`config.mk`:
```
export PLATFORM = sky130hd
export DESIGN_NAME = lzhd_ctrl
export DESIGN_NICKNAME = d
export VERILOG_FILES = /design/src/assert_macros.svh /design/src/lzhd_pkg.sv /design/src/lzhd_ctrl.sv
export SDC_FILE = /design/constraint.sdc
export NUM_CORES = 1
export LEC_CHECK = 0
export ABC_CLOCK_PERIOD_IN_PS = 3500
export BUFFER_PORTS_ARGS = -buffer_cell sky130_fd_sc_hd__buf_2
export CAP_MARGIN = 20
export CORE_AREA = 2 2 39 41
export DETAILED_ROUTE_END_ITERATION = 16
export DIE_AREA = 0 0 41 43
export GPL_ROUTABILITY_DRIVEN = 0
export PLACE_DENSITY_LB_ADDON = 0.1
export SLEW_MARGIN = 20
export SYNTH_ARGS = -nofsm -noshare
export SYNTH_HDL_FRONTEND = slang
export SYNTH_SLANG_ARGS = --single-unit
export TNS_END_PERCENT = 50
```
`constraint.sdc`:
```
create_clock -name clock -period 3.5 [get_ports clock]
set_clock_uncertainty 0.15 [all_clocks]
set_input_delay 0.35 -clock clock [delete_from_list [all_inputs] [get_ports clock]]
set_output_delay 0.35 -clock clock [all_outputs]
set_load 0.1 [all_outputs]
```
`src/assert_macros.svh`:
```
// Assertion macros shared by the decompressor RTL.
// Bodies use the clock and reset names of the including module.
`ifndef ASSERT_MACROS_SVH
`define ASSERT_MACROS_SVH
`ifndef SYNTHESIS
`define ASSERT_IMP(label, ante, cons) \
   label: assert property (@(posedge clock) disable iff (reset) (ante) |-> (cons)) \
      else $error("assertion failed");
`define ASSERT_NXT(label, ante, cons) \
   label: assert property (@(posedge clock) disable iff (reset) (ante) |=> (cons)) \
      else $error("assertion failed");
`else
`define ASSERT_IMP(label, ante, cons)
`define ASSERT_NXT(label, ante, cons)
`endif
`endif

```
`src/lzhd_pkg.sv`:
```
// Shared types, constants and the length-code table of the decompressor.
// No dependencies.
package lzhd_pkg;

   localparam int unsigned MAX_WINDOW_BITS = 15;
   localparam int unsigned OUT_LIMIT       = 17;
   localparam int unsigned TMP_DEPTH       = 17;

   localparam logic [3:0] FLUSH_CODE = 4'd15;

   localparam logic OP_DATA    = 1'b0;
   localparam logic OP_PRELOAD = 1'b1;

   localparam logic [1:0] REG_WINDOW_BITS  = 2'd0;
   localparam logic [1:0] REG_LITERAL_BITS = 2'd1;
   localparam logic [1:0] REG_MIN_MATCH    = 2'd2;

   typedef enum logic [2:0] {
      ST_IDLE,
      ST_DECODE,
      ST_RD,
      ST_CAP,
      ST_WR,
      ST_FIN
   } state_type;

   typedef enum logic [1:0] {
      TOK_NONE,
      TOK_LIT,
      TOK_MATCH,
      TOK_FLUSH
   } tok_type;

   typedef struct packed {
      logic load_byte;
      logic preload;
      logic lit_take;
      logic match_take;
      logic flush_take;
      logic rd_issue;
      logic rd_capture;
      logic wr_emit;
      logic fin_emit;
   } cmd_type;

   typedef struct packed {
      tok_type tok;
      logic    can_emit;
      logic    cnt_last;
      logic    pend_valid;
      logic    match_empty;
   } status_type;

   // {extra bits, code} for the seven bits after a leading one
   function automatic logic [6:0] length_code(input logic [6:0] idx);
      logic [6:0] e;
      if (idx >= 7'd64)      e = 7'h11;
      else if (idx >= 7'd48) e = 7'h33;
      else if (idx >= 7'd44) e = 7'h57;
      else if (idx == 7'd43) e = 7'h7F;
      else if (idx == 7'd42) e = 7'h7C;
      else if (idx >= 7'd40) e = 7'h69;
      else if (idx >= 7'd32) e = 7'h44;
      else if (idx >= 7'd28) e = 7'h5D;
      else if (idx >= 7'd24) e = 7'h56;
      else if (idx >= 7'd22) e = 7'h68;
      else if (idx == 7'd21) e = 7'h7B;
      else if (idx == 7'd20) e = 7'h7A;
      else if (idx >= 7'd16) e = 7'h55;
      else                   e = 7'h32;
      return e;
   endfunction

endpackage

```
`src/lzhd_ctrl.sv`:
```
// Sequencer of the decompressor: accepts transactions and steps the datapath
// through tokens, match reads and match writes. Depends on lzhd_pkg.
module lzhd_ctrl (
   input  logic                   clock,
   input  logic                   reset,
   input  logic                   req_valid,
   input  logic                   req_opcode,
   output logic                   req_ready,
   input  lzhd_pkg::status_type   status,
   output lzhd_pkg::cmd_type      cmd
);
   import lzhd_pkg::*;

   state_type state_ff, state_in;

   always_ff @(posedge clock) begin
      if (reset) begin
         state_ff <= ST_IDLE;
      end else begin
         state_ff <= state_in;
      end
   end

   always_comb begin
      state_in  = state_ff;
      cmd       = '0;
      req_ready = (state_ff == ST_IDLE);
      unique case (state_ff)
         ST_IDLE: begin
            if (req_valid) begin
               if (req_opcode == OP_PRELOAD) begin
                  cmd.preload = 1'b1;
               end else begin
                  cmd.load_byte = 1'b1;
                  state_in      = ST_DECODE;
               end
            end
         end
         ST_DECODE: begin
            case (status.tok)
               TOK_LIT: begin
                  if (status.can_emit) cmd.lit_take = 1'b1;
               end
               TOK_FLUSH: cmd.flush_take = 1'b1;
               TOK_MATCH: begin
                  cmd.match_take = 1'b1;
                  // a zero-length match only drops its bits
                  state_in       = status.match_empty ? ST_DECODE : ST_RD;
               end
               default: state_in = ST_FIN;
            endcase
         end
         ST_RD: begin
            cmd.rd_issue = 1'b1;
            state_in     = ST_CAP;
         end
         ST_CAP: begin
            cmd.rd_capture = 1'b1;
            state_in       = status.cnt_last ? ST_WR : ST_RD;
         end
         ST_WR: begin
            if (status.can_emit) begin
               cmd.wr_emit = 1'b1;
               if (status.cnt_last) state_in = ST_DECODE;
            end
         end
         ST_FIN: begin
            // hold the last byte back until we know it ends the transaction
            if (!status.pend_valid) begin
               state_in = ST_IDLE;
            end else if (status.can_emit) begin
               cmd.fin_emit = 1'b1;
               state_in     = ST_IDLE;
            end
         end
         default: state_in = ST_IDLE;
      endcase
   end

endmodule

```
==> results of run 1 <==
power groups by stage:
| stage | Combinational (mW) | Sequential [mW] | Clock, mW |
|---|---|---|---|
| final | 0.103 | 0.0477 | 0.0632 |
| after global placement | 0.104 | 0.0484 | 0 |
| after detailed placement | 0.103 | 0.0484 | 0 |
| after floorplan | 0.0955 | 0.0398 | 0 |
| after global routing | 0.108 | 0.0486 | 0.0690 |
| after CTS | 0.103 | 0.0477 | 0.0670 |
cells by family after synthesis:
family	Yosys count
compound gates	7
buf+inv	6
mux	3
flops	3
simple gates	24
routing by layer:
metal	track usage [%]	part of all wire [%]	vias up
li1	-	-	195
met5	0	0	-
met2	12.81	42	19
met1	15.65	49	159
met3	7.853	9.1	0
met4	2.000	0	0
layout by cell type (no fill, tap or decap):
cell / Yosys / final
buf_2: 2 / 19
nand2b_1: 4 / 4
inv_1: 3 / 3
nor2_1: 4 / 3
and3_1: 3 / 3
nand2_1: 3 / 3
a21oi_1: 3 / 3
clkbuf_4: 0 / 3
dfxtp_1: 3 / 3
nor3b_1: 2 / 2
nor2b_1: 2 / 2
nand3_1: 2 / 2
mux2_4: 2 / 2
nor3_2: 0 / 1
and4_1: 1 / 1
nor3_1: 2 / 1
nor2_2: 0 / 1
a32oi_2: 1 / 1
o31ai_2: 1 / 1
a221oi_2: 1 / 1
o21ai_0: 1 / 1
mux2i_1: 1 / 1
nand3b_1: 1 / 1
clkbuf_1: 0 / 1
worst max-delay path, stage by stage (launching register included):
cell and delay, ns:
dfxtp_1 0.54, nor2b_1 0.28, and4_1 0.21, buf_2 0.42
final cells by class:
class | count | area [µm²] | share of cell area, %
Timing Repair Buffer | 19 | 95.09 | 20.77
Sequential cell | 3 | 60.06 | 13.11
Inverter | 3 | 11.26 | 2.459
Clock buffer | 4 | 26.28 | 5.738
Tap cell | 16 | 20.02 | 4.372
Multi-Input combinational cell | 34 | 245.2 | 53.55
how the worst max path moves through the flow:
stage / from / to / slack (ns)
4_1_cts: state_ff[2] / cmd[0] / 1.32
5_1_grt: state_ff[2] / cmd[6] / 1.21
2_1_floorplan: state_ff[0] / cmd[2] / 0.18
3_5_place_dp: state_ff[2] / cmd[0] / 1.57
6_report: state_ff[2] / cmd[0] / 1.32
3_3_place_gp: state_ff[0] / cmd[2] / 1.56
==> reports/qor.yml, run 1 <==
floorplanning:
  rows: 14
  dieArea_um2: 1763
  die_w_um: 41
  initial_core_util_pct: 23.87
  dieHeight_um: 43
  boundaryPins: 20
  core_um2: 1384
logic_synthesis:
  synth_cell_types: 21
  synth_xor_area_share_pct: 0
  ys_seq_elements: 3
  yosys.area_share.adder_pct: 0
  yosysTopAreaCell: "dfxtp_1"
  yosys_warnings: 0
  synth-simple-area-share_pct: 40.53
  syn_inst: 43
  synth_compound_area_share_pct: 19.32
  synthTopCellsByArea: "dfxtp_1 18%, mux2_4 9.1%, nand2b_1 7.6%"
  syn_area_um2: 330.3
  ys_async_sr_fraction_pct: 0
  synth_edf_count: 0
  avgSynthCellArea_um2: 7.682
  yosys.area.top_type_share_pct: 18.18
  synth_common_cells: "4 x nand2b_1, 4 x nor2_1"
  synth_top_family_by_area: "simple AND/OR/NAND/NOR gates"
  synth_nets: 53
  synth_flop_cell: "dfxtp_1"
  synthMuxAreaShare_pct: 12.12
  yosysSeqAreaShare_pct: 18.18
power_and_ir_drop:
  p_seq_share_pct: 22.3
  p_total_mw: 0.2137
  power.internal_mw: 0.1072
  switchingPower_mw: 0.1065
  power_frac_comb_pct: 48.1
  vdd_drop_max_mv: 0.1955
  pwr-share-clk_pct: 29.6
  p_leak_nw: 0.2277
  swShare_pct: 49.84
  p_per_area_nw_per_um2: 466.7
sta:
  max-slew-margin-rel_pct: 67.76
  fin_crit_ns: 2.181
  setup_violations: 0
  layout_setup_ws_ns: 1.319
  hold_viol_final: 0
  fin_setup_tns_ns: 0
  final_max_slew_viol_count: 0
  tightestPinTransition_ns: 0.4870
  rsz0062_at_grt: "no"
  hold_slack_ns: 0.1768
  fin_crit_sh_pct: 62.32
  max_clock_freq_mhz: 458.5
cells_and_area:
  largest_reg_flops: 3
  largest_register: "state_ff"
  final_nets: 74
  drive_above_1_share_pct: 46.03
  n_fill_cell: 155
  top_regs: "state_ff x3"
  antenna_cells: 0
  final_area_um2: 457.9
  layout.cells.non_filler: 79
  fin_util_pct: 33.09
  synthToLayoutAreaGrowth_pct: 38.64
clocking:
  insertion_delay_ns: 0.24
  numCtsBuffers: 3
  cts-root-buf: "clkbuf_4"
  cts_max_level: 1
  cts.sinks: 3
  cts_tree: "yes"
  cts.repair.resized: 0
  clk_path_buf_depth: 2
  postCtsSetupBuffers: 0
  clk_pin_slew_ns: 0.04
  hold_buffers: 0
setup_path:
  worstPathRequired_ns: 3.00
  reg2reg_depth: 4
  arrival_ns: 1.68
  endpoint_kind: "output port"
  critPathKind: "reg2out"
  cp-start-kind: "flop"
  r2r_setup_slack_ns: 1.71
  worstReg2RegStart: "state_ff[0]"
  reg2reg_to: "state_ff[0]"
  crit_fanout: 10
min_path:
  hold_start: "reset"
  min_path_type: "in2reg"
  holdPathEnd: "state_ff[0]"
  hold_depth: 2
placed_design:
  postPlaceCellArea_um2: 431.7
  io_buffers: 19
  post-place-ws_ns: 1.574
  dp.cells: 75
drt:
  vias: 373
  ant_nets: 0
  wire_per_inst_um: 10.54
  route.detailed.drc: 0
  drt_iter0_markers: 9
  first_pass_iters: 4
  vias_per_cell: 4.722
  routed_wl_um: 833
global_route:
  grt_max_degree: 13
  gr-usage-all-layers_pct: 10.82
  grt_pass1_wl_mm: 1.283
  antenna_found_initial: 0
  grt_pass1_vias: 309
  grt-ovfl-total: 0
outcome:
  status: "finished clean"
run:
  drv_cap: 0
Power figures use the tool's default switching activity.
==> inputs of run 2 (changes only) <==
--- a/config.mk
+++ b/config.mk
@@ -5,7 +5,7 @@
 export SDC_FILE = /design/constraint.sdc
 export NUM_CORES = 1
 export LEC_CHECK = 0
-export ABC_CLOCK_PERIOD_IN_PS = 3500
+export ABC_CLOCK_PERIOD_IN_PS = 2160
 export BUFFER_PORTS_ARGS = -buffer_cell sky130_fd_sc_hd__buf_2
 export CAP_MARGIN = 20
 export CORE_AREA = 2 2 39 41
==> constraint.sdc (replaced) <==
create_clock -name clock -period 2.16 [get_ports clock]
set_clock_uncertainty 0.15 [all_clocks]
set_input_delay 0.216 -clock clock [delete_from_list [all_inputs] [get_ports clock]]
set_output_delay 0.216 -clock clock [all_outputs]
set_load 0.1 [all_outputs]
==> reports/qor.yml, run 2 (synthesized netlist as in run 1, its figures left out) <==
drt:
  ant_nets: 0  # unchanged
  route.detailed.drc: 0  # unchanged
  wire_per_inst_um: 10.57  # +0.22%
  vias_per_cell: 4.568  # -3.3%
  drt_iter0_markers: 14  # +5
  first_pass_iters: 4  # unchanged
  vias: 370  # -0.80%
  routed_wl_um: 856  # +2.8%
cells_and_area:
  largest_reg_flops: 3  # unchanged
  n_fill_cell: 157  # +1.3%
  synthToLayoutAreaGrowth_pct: 56.44
  final_nets: 76  # +2.7%
  final_common_cell: "buf_2"
  layout.cells.non_filler: 81  # +2.5%
  antenna_cells: 0  # unchanged
  drive_above_1_share_pct: 53.85  # +7.8 points
  final_area_um2: 516.7  # +13%
  largest_register: "state_ff"
  top_regs: "state_ff x3"
  mostFrequentLayoutCells: "18 x buf_2, 4 x nand2b_1"
sta:
  max_clock_freq_mhz: 502.0
  fin_crit_sh_pct: 92.22
  rsz0062_at_grt: "no"
  max-slew-margin-rel_pct: 67.95  # +0.19 points
  fin_crit_ns: 1.992
  hold_viol_final: 0  # unchanged
  hold_slack_ns: 0.04275  # -0.1341 ns
  tightestPinTransition_ns: 0.4841  # -0.002849 ns
  setup_violations: 0  # unchanged
  final_max_slew_viol_count: 0  # unchanged
clocking:
  insertion_delay_ns: 0.23  # about the same
  clk_pin_slew_ns: 0.04  # about the same
  cts_max_level: 1  # unchanged
  postCtsSetupBuffers: 0  # unchanged
  cts-root-buf: "clkbuf_4"
  cts_tree: "yes"
  clk_path_buf_depth: 2  # unchanged
  cts.repair.resized: 0  # unchanged
  cts.sinks: 3  # unchanged
  numCtsBuffers: 3  # unchanged
  hold_buffers: 0  # unchanged
setup_path:
  cp_cell_sequence: "nor2_1, nand3_1, nor3_2, buf_2"
  worstReg2RegStart: "state_ff[0]"
  crit_fanout: 10  # unchanged
  worstPathRequired_ns: 1.79  # -1.21 ns
  crit_path_top_delay_cell: "buf_2"
  critPathBufInv: 1  # unchanged
  critPathKind: "reg2out"
  cp-start-kind: "flop"
  worstSetupStartpoint: "state_ff[1]"
  critical_path.top_delay_family: "simple AND/OR/NAND/NOR gates"
  endpoint_kind: "output port"
  arrival_ns: 1.63  # -0.05 ns
  cpPeakStageDelay_ns: 0.44  # -0.10 ns
placed_design:
  io_buffers: 19  # unchanged
  postPlaceCellArea_um2: 490.5  # +14%
  dp.cells: 77  # +2.7%
  place_hpwl_um: 688.9
global_route:
  grt-ovfl-total: 0  # unchanged
  grt_pass1_vias: 331  # +7.1%
  antenna_found_initial: 0  # unchanged
  grt_pass1_wl_mm: 1.283  # unchanged
  gr-usage-all-layers_pct: 10.94  # +0.12 points
  grt_max_degree: 11  # -2
floorplanning:
  boundaryPins: 20  # unchanged
  dieHeight_um: 43  # unchanged
  initial_core_util_pct: 23.87  # unchanged
  core_um2: 1384  # unchanged
  die_w_um: 41  # unchanged
  dieArea_um2: 1763  # unchanged
  rows: 14  # unchanged
power_and_ir_drop:
  p_total_mw: 0.3565  # +67%
  vdd_drop_max_mv: 0.4162  # +110%
  p_leak_nw: 0.2482  # +9.0%
  p_per_area_nw_per_um2: 690.0  # +48%
min_path:
  hold_start: "reset"
  min_path_type: "in2reg"
outcome:
  status: "finished clean"
run:
  drv_cap: 0  # unchanged
[run 2: changes by cell type in the layout (fill, tap and decap cells not counted), sizes merged]
cell and delta:
buf +2
[run 2: worst paths after layout]
kind              slack [ns]          end  cells after the start
setup / recovery        0.17       cmd[6]                      4
setup reg to reg        0.46  state_ff[0]                      4
hold / removal          0.04  state_ff[0]                      2
hold reg to reg         0.51  state_ff[1]                      2
[run 2: area by class of cell]
type,instances,area [µm²],share of cell area (%)
flip-flops and latches,3,60.06,11.62
repair buffers,21,125.1,24.21
multi-input cells,34,274.0,53.03
inverters,3,11.26,2.179
well taps,16,20.02,3.874
clock buffers,4,26.28,5.085
[run 2: power breakdown]
group,internal [mW],switching [mW]
logic,0.0520,0.135
clock network,0.0692,0.0284
registers,0.0608,0.0112
[run 2: layer usage]
metal  GRT usage, %  vias to the layer above  wire (µm)
met3          3.141                        0         63
met2          16.25                       15        409
met5              0                        -          0
met1          13.50                      161        384
li1               -                      194          -
met4          6.000                        0          0
[run 2: metrics by stage]
stage               setup WS [ns]  TNS, ns  util, %
global route              0.01927        0    37.34
floorplan                 -0.4399  -0.9963        -
detailed placement         0.3959        0    35.44
CTS                        0.1432        0    37.34
global placement           0.4253        0    35.44
finish                     0.1681        0    37.34
